### config.mk
export PLATFORM = sky130hd
export DESIGN_NAME = tpsw_ram
export DESIGN_NICKNAME = d
export VERILOG_FILES = /design/src/tpsw_ram.sv
export SDC_FILE = /design/constraint.sdc
export NUM_CORES = 1
export LEC_CHECK = 0
export BUFFER_PORTS_ARGS = -buffer_cell sky130_fd_sc_hd__buf_2
export CORE_MARGIN = 3
export CORE_UTILIZATION = 59
export DETAILED_ROUTE_END_ITERATION = 7
export PLACE_DENSITY = 0.87
export REMOVE_ABC_BUFFERS = 1
export SLEW_MARGIN = 40
export SYNTH_ARGS = -nofsm -noshare
export SYNTH_HDL_FRONTEND = slang
export SYNTH_SLANG_ARGS = --single-unit
### constraint.sdc
create_clock -name clk -period 4.3 [get_ports clk]
set_input_delay 0.645 -clock clk [delete_from_list [all_inputs] [get_ports clk]]
set_output_delay 0.645 -clock clk [all_outputs]
set_load 0.05 [all_outputs]
### src/tpsw_ram.sv
// Generic single-port-write RAM with one registered read port, write-first on a
// same-address collision. No dependencies.
`default_nettype none

module tpsw_ram #(
  parameter int WIDTH = 32,
  parameter int DEPTH = 8,
  localparam int AW = (DEPTH > 1) ? $clog2(DEPTH) : 1
) (
  input  wire logic             clk,
  input  wire logic             we,
  input  wire logic [AW-1:0]    waddr,
  input  wire logic [WIDTH-1:0] wdata,
  input  wire logic [AW-1:0]    raddr,
  output logic      [WIDTH-1:0] rdata
);

  logic [WIDTH-1:0] mem [DEPTH];

  always_ff @(posedge clk) begin
    if (we) begin
      mem[waddr] <= wdata;
    end
  end

  // read returns the new word when it is written in the same cycle
  always_ff @(posedge clk) begin
    if (we && (waddr == raddr)) begin
      rdata <= wdata;
    end else begin
      rdata <= mem[raddr];
    end
  end

endmodule

`default_nettype wire

; Word-level counts from Yosys, hierarchy flattened
; Memory sizes are Yosys's and may differ from the RTL's. A register that Yosys moved wholly into a read port is not among the register bits.
; Index checks and enable logic that the tools add are counted.
[op_classes]
n_mux = 2
[ops]
columns = cell, n
row1 = 2-to-1 mux 1 bit, 2
[totals]
in_bits = 40
ramBits = 256
memories = 1
ff_bits = 0
wordCells = 3
output_inout_bits = 32
[memory_table]
columns = name, words, word_bits, read_ports, rd_ports_with_merged_regs, write_ports, line_no
row1 = mem, 8, 32, 1, 1, 1, 18  ; logic [WIDTH-1:0] mem [DEPTH];

; Depth between registers and ports, before layout
; Gate-level depths: netlist of run 1.
[logic_depth]
depth_word = 2
mapped_depth = 4
ltp_nobuf = 2

; Worst setup path after synthesis of run 1
; No wires, ideal clock.
[synth_timing]
kind = input to register
startpoint = input port waddr[2]
endpoint = memory mem[0][0], enable pin
n_path_buf = 0
required_ns = 3.839
arrival_time_ns = 3.031
setup_time_ns = 0.461
cell_stages = 2
slack_ns = 0.808
cell_sequence = nand2b_1 nor3_1
[synth_rtl]
columns = element, line_no
row1 = "start, declared", 12  ; input wire logic [AW-1:0] waddr,
row2 = "end, declared", 18
; Straight into the memory's write port.

==> results.py, run 1 <==
metrics = {
    "floorplanning": {
        "rows": 46,
        "coreArea_sq_um": 16120,
        "die_h_microns": 135.4,
        "initial_utilization_pct": 61.34,
        "die_w_microns": 135.4,
        "io-pin-count": 72,
        "dieArea_sq_um": 18340,
    },
    "logic_synthesis": {
        "synth-compound-area-share_pct": 0,
        "syn_avg_cell_area_sq_um": 25.61,
        "synthXorXnorAreaFrac_pct": 0,
        "syn_area_sq_um": 9886,
        "synth.area.mux_share_pct": 19.74,
        "synth_cell_types": 13,
        "synthSimpleGateAreaFrac_pct": 0.5949,
        "synth_top_family_by_area": "multiplexers",
        "synth_fa_ha_area_share_pct": 0,
        "synth_seq_cells": 259,
        "ys_seq_area_share_pct": 78.37,
        "syn_inst": 386,
        "ys.warnings.count": 0,
    },
    "sta": {
        "period_minus_slack_ps": 3325,
        "slew-limit-headroom_pct": 45.38,
        "fmax_mhz": 300.7,
        "timing_hold_violations_final": 0,
        "rsz0062_at_grt": "no",
        "setup-tns-final_ps": 0,
        "finalSetupViolCount": 0,
        "holdWs_ps": 245.9,
        "maxSlewViolCount": 0,
        "tightest_slew_ps": 819.3,
        "period_share_pct": 77.33,
    },
    "routing": {
        "firstDrtPassIters": 4,
        "antenna_left": 0,
        "via_count": 4382,
        "drc": 0,
        "wl_microns": 18840,
        "wl_per_cell_microns": 26.34,
        "drt_iter0_markers": 443,
        "viasPerCell": 6.129,
    },
    "clocking": {
        "clock_sinks": 259,
        "path_clk_slew_ps": 60,
        "cts_root_buffer": "clkbuf_16",
        "ctsResizeCount": 0,
        "clockBufferDepth": 3,
        "cts_tree": "done",
        "cts_hold_buf": 0,
        "cts_inserted_buffers": 25,
        "post_cts_buffers": 0,
        "htree_levels": 1,
    },
    "global_routing": {
        "overflow": 0,
        "grt_antenna_before_repair": 1,
        "grt_max_degree": 65,
        "first_global_vias": 4617,
        "grt_use_total_pct": 21.29,
        "grt_first_pass_wirelength_microns": 28350,
    },
    "placement": {
        "place_area_sq_um": 10620,
        "port_buffers": 71,
        "hpwlAfterDp_microns": 10250,
        "gp_congestion": 0.6829,
    },
    "flow_run": {
        "maxCapViolations": 0,
    },
    "worst_setup_path": {
        "max_stage_delay_ps": 630,
        "path_buf_inv": 2,
        "cp.arrival_ps": 2680,
        "critical_path.cell_chain": "buf_12 > mux4_1 > mux2_2 > buf_2",
        "end_kind": "output port",
        "path_class": "reg -> out",
        "start_kind": "register",
        "cp_top_family": "multiplexers",
        "critPathSlowestCell": "dfxtp_4",
        "path_max_fanout": 43,
        "crit_required_ps": 3650,
    },
    "final_layout": {
        "ff_latch_area_sq_um": 7756,
        "post-route-util_pct": 70.81,
        "stdcell_area_sq_um": 11410,
        "multi_input_area_sq_um": 2066,
        "top_register": "mem",
        "syn2layout_area_growth_pct": 15.43,
        "layout.nets": 521,
        "layout-drive-gt1-share_pct": 37.78,
        "reg_top3": "mem (256)",
        "largest_reg_flops": 256,
        "fillers": 905,
    },
    "power_and_ir_drop": {
        "powerDensity_nw_per_um2": 465.9,
        "ir_drop_uv": 355.2,
        "power_leakage_nw": 3.835,
    },
    "status": {
        "outcome": "finished, final reports clean",
    },
    "hold_path": {
        "hold_start": "raddr[2]",
        "hp-class": "in -> reg",
    },
}
## Yosys cell counts
library cell    n  area share (%)
dfxtp_1         3            0.61
nor2_1          6            0.23
buf_2           6            0.30
clkbuf_1        1           0.038
nand2_1         2           0.076
mux2_2         32             3.6
buf_1           4            0.15
nor3_1          2            0.10
edfxtp_1      256              78
buf_6           7            0.80
mux4_2         24             5.5
mux4_1         40              11
nand2b_1        3            0.19
## final cells by class
type	count	area share, %
sequential	259	67.97
tap	216	2.368
timing repair buffer	86	4.836
multi-input combinational	109	18.10
clock buffer	36	6.195
antenna	4	0.08772
clock inverter	5	0.4386
## cells by family (layout without fill, tap and decap cells)
| group | count (synthesis) | in the layout |
|---|---|---|
| flip-flops | 259 | 259 |
| other | 0 | 4 |
| buffers and inverters | 18 | 127 |
| AND/OR/NAND/NOR | 13 | 13 |
| multiplexers | 96 | 96 |
## path summary, 6_finish.rpt
| path | to | slack [ps] | cells after the start |
|---|---|---|---|
| max | rdata[2] | 970 | 4 |
| min | register | 250 | 1 |
## per-layer routing
| layer | share of wire (%) | GRT usage [%] | vias up |
|---|---|---|---|
| li1 | - | - | 1887 |
| met1 | 41 | 31.34 | 2268 |
| met2 | 49 | 33.68 | 190 |
| met3 | 7.3 | 3.343 | 37 |
| met4 | 3.0 | 7.055 | 0 |
| met5 | 0 | 0 | - |
## power by group
| group | total [mW] | internal, mW | switching, mW |
|---|---|---|---|
| Combinational | 0.394 | 0.144 | 0.250 |
| Clock | 2.03 | 1.19 | 0.837 |
| Sequential | 2.89 | 2.86 | 0.0347 |
## metrics by stage
stage / power [mW] / worst slack [ps] / std cells
2_1_floorplan: 3.204 / 314.0 / 368
3_3_place_gp: 3.317 / 1545 / 665
3_5_place_dp: 3.339 / 1482 / 669
4_1_cts: 5.352 / 917.8 / 710
5_1_grt: 5.464 / 833.4 / 712
6_report: 5.316 / 974.7 / 715
## layout by cell type (no fill, tap or decap), types with 3 or more instances in the layout
cell type and n:
mux2_2 32, clkbuf_8 4, buf_2 71, buf_16 3
clkinv_2 4, edfxtp_1 256, nor2_4 6, clkbuf_1 7
nand2b_1 3, diode_2 4, mux4_2 24, mux4_1 40
clkbuf_16 25, buf_4 9
No activity file was read; power rests on OpenSTA's default activity.
==> run 2: changes to the inputs <==
Clock period 4.3 ns to 3.4 ns, I/O delays scaled along.
==> run 2 against run 1 <==
Sequential share of layout area up 0.54 points. Die area unchanged. Critical path type unchanged. Hold slack worse by 140 ps.
==> results.py, run 2 (synthesized netlist as in run 1, its figures left out) <==
metrics = {
    "sta": {
        "finalSetupViolCount": 0,
        "setup-tns-final_ps": 0,
        "slew-limit-headroom_pct": 54.50,
        "tightest_slew_ps": 680.9,
        "rsz0062_at_grt": "no",
        "period_minus_slack_ps": 3092,
        "fmax_mhz": 323.4,
        "timing_hold_violations_final": 0,
        "setup_ws_ps": 307.8,
        "maxSlewViolCount": 0,
        "period_share_pct": 90.95,
    },
    "global_routing": {
        "grtUsageMet1_pct": 28.17,
        "grt_antenna_before_repair": 1,
        "overflow": 0,
        "grt_first_pass_wirelength_microns": 27720,
        "first_global_vias": 4732,
        "busiest_layer": "met2",
        "grt.met3_usage_pct": 3.529,
        "grt_use_total_pct": 20.63,
        "grt_max_degree": 65,
        "use_met2_pct": 34.87,
    },
    "placement": {
        "post-place-ws_ps": 793.0,
        "place_area_sq_um": 10580,
        "gp_congestion": 0.7046,
        "place_inst": 669,
        "port_buffers": 71,
        "hpwlAfterDp_microns": 9833,
    },
    "worst_setup_path": {
        "path_class": "reg -> out",
        "critPathSlowestCell": "dfxtp_4",
        "crit_end": "rdata[24]",
        "path_max_fanout": 22,
        "max_stage_delay_ps": 600,
        "crit_required_ps": 2890,
        "start_kind": "register",
        "end_kind": "output port",
        "cp.arrival_ps": 2580,
        "critical_path.cell_chain": "buf_4 > mux4_1 > mux2_2 > buf_2",
    },
    "final_layout": {
        "stdcell_area_sq_um": 11320,
        "final_common_cell": "edfxtp_1",
        "final_cells": 715,
        "top_register": "mem",
        "layout-drive-gt1-share_pct": 37.55,
        "reg_top3": "mem (256)",
        "largest_reg_flops": 256,
        "syn2layout_area_growth_pct": 14.52,
        "layout.nets": 520,
        "fillers": 960,
        "mostFrequentLayoutCells": "edfxtp_1 (256), buf_2 (71), mux4_1 (40), mux2_2 (32), clkbuf_16 (25)",
    },
    "routing": {
        "viasPerCell": 6.147,
        "antenna_left": 0,
        "drt_iter0_markers": 342,
        "drc": 0,
        "via_count": 4395,
        "wl_microns": 18140,
        "wl_per_cell_microns": 25.37,
        "firstDrtPassIters": 5,
    },
    "flow_run": {
        "maxCapViolations": 0,
    },
    "clocking": {
        "cts_inserted_buffers": 25,
        "htree_levels": 1,
        "path_clk_slew_ps": 60,
        "ctsResizeCount": 0,
        "post_cts_buffers": 0,
        "clockBufferDepth": 3,
        "clock_sinks": 259,
        "cts_tree": "done",
        "cts_hold_buf": 0,
        "cts_root_buffer": "clkbuf_16",
    },
    "power_and_ir_drop": {
        "ir_drop_uv": 397.2,
        "power_leakage_nw": 3.804,
        "finalPower_mw": 6.637,
        "powerDensity_nw_per_um2": 586.3,
    },
    "floorplanning": {
        "initial_utilization_pct": 61.34,
        "rows": 46,
        "die_w_microns": 135.4,
        "dieArea_sq_um": 18340,
        "die_h_microns": 135.4,
        "coreArea_sq_um": 16120,
        "io-pin-count": 72,
    },
    "hold_path": {
        "hold_start": "raddr[2]",
        "hp-class": "in -> reg",
    },
    "status": {
        "outcome": "finished, final reports clean",
    },
}
-- run 2: layout make-up --
| class | count | area, sq um | area share, % |
|---|---|---|---|
| clock buffers | 29 | 640.6 | 5.659 |
| repair buffers | 85 | 485.5 | 4.288 |
| clock inverters | 16 | 100.1 | 0.8842 |
| flip-flops and latches | 259 | 7756 | 68.51 |
| diodes | 1 | 2.502 | 0.02210 |
| multi-input cells | 109 | 2066 | 18.25 |
| well taps | 216 | 270.3 | 2.387 |
-- run 2: how the worst min path moves through the flow --
stage	cells after the start	slack, ps	end
floorplan	0	540	register
global placement	1	610	register
detailed placement	1	620	register
CTS	1	90	register
global route	1	90	register
finish	1	110	register
-- run 2: worst max-delay path: cells and delay by family, from the launching register on --
family	cells	cell delay, ps
multiplexers	2	880
buffers and inverters	2	560
flip-flops	1	600
-- run 2: through the flow --
| step | hold slack, ps | utilization (%) |
|---|---|---|
| final | 108.6 | 70.25 |
| after global routing | 85.65 | 70.23 |
| after CTS | 91.65 | 70.22 |
| after detailed placement | 624.2 | 65.62 |
| after global placement | 614.1 | 65.62 |
| after floorplan | 537.7 | - |
-- run 2: layer usage --
layer	up-vias	wire length, microns
li1	1883	-
met3	37	1234
met2	169	9346
met4	2	359
met1	2304	7189
met5	-	7
-- run 2: power by group --
part           internal (mW)  switching [mW]  leakage (nW)
clock                   1.42            1.07         0.368
sequential              3.62          0.0421          2.35
combinational          0.180           0.313          1.08
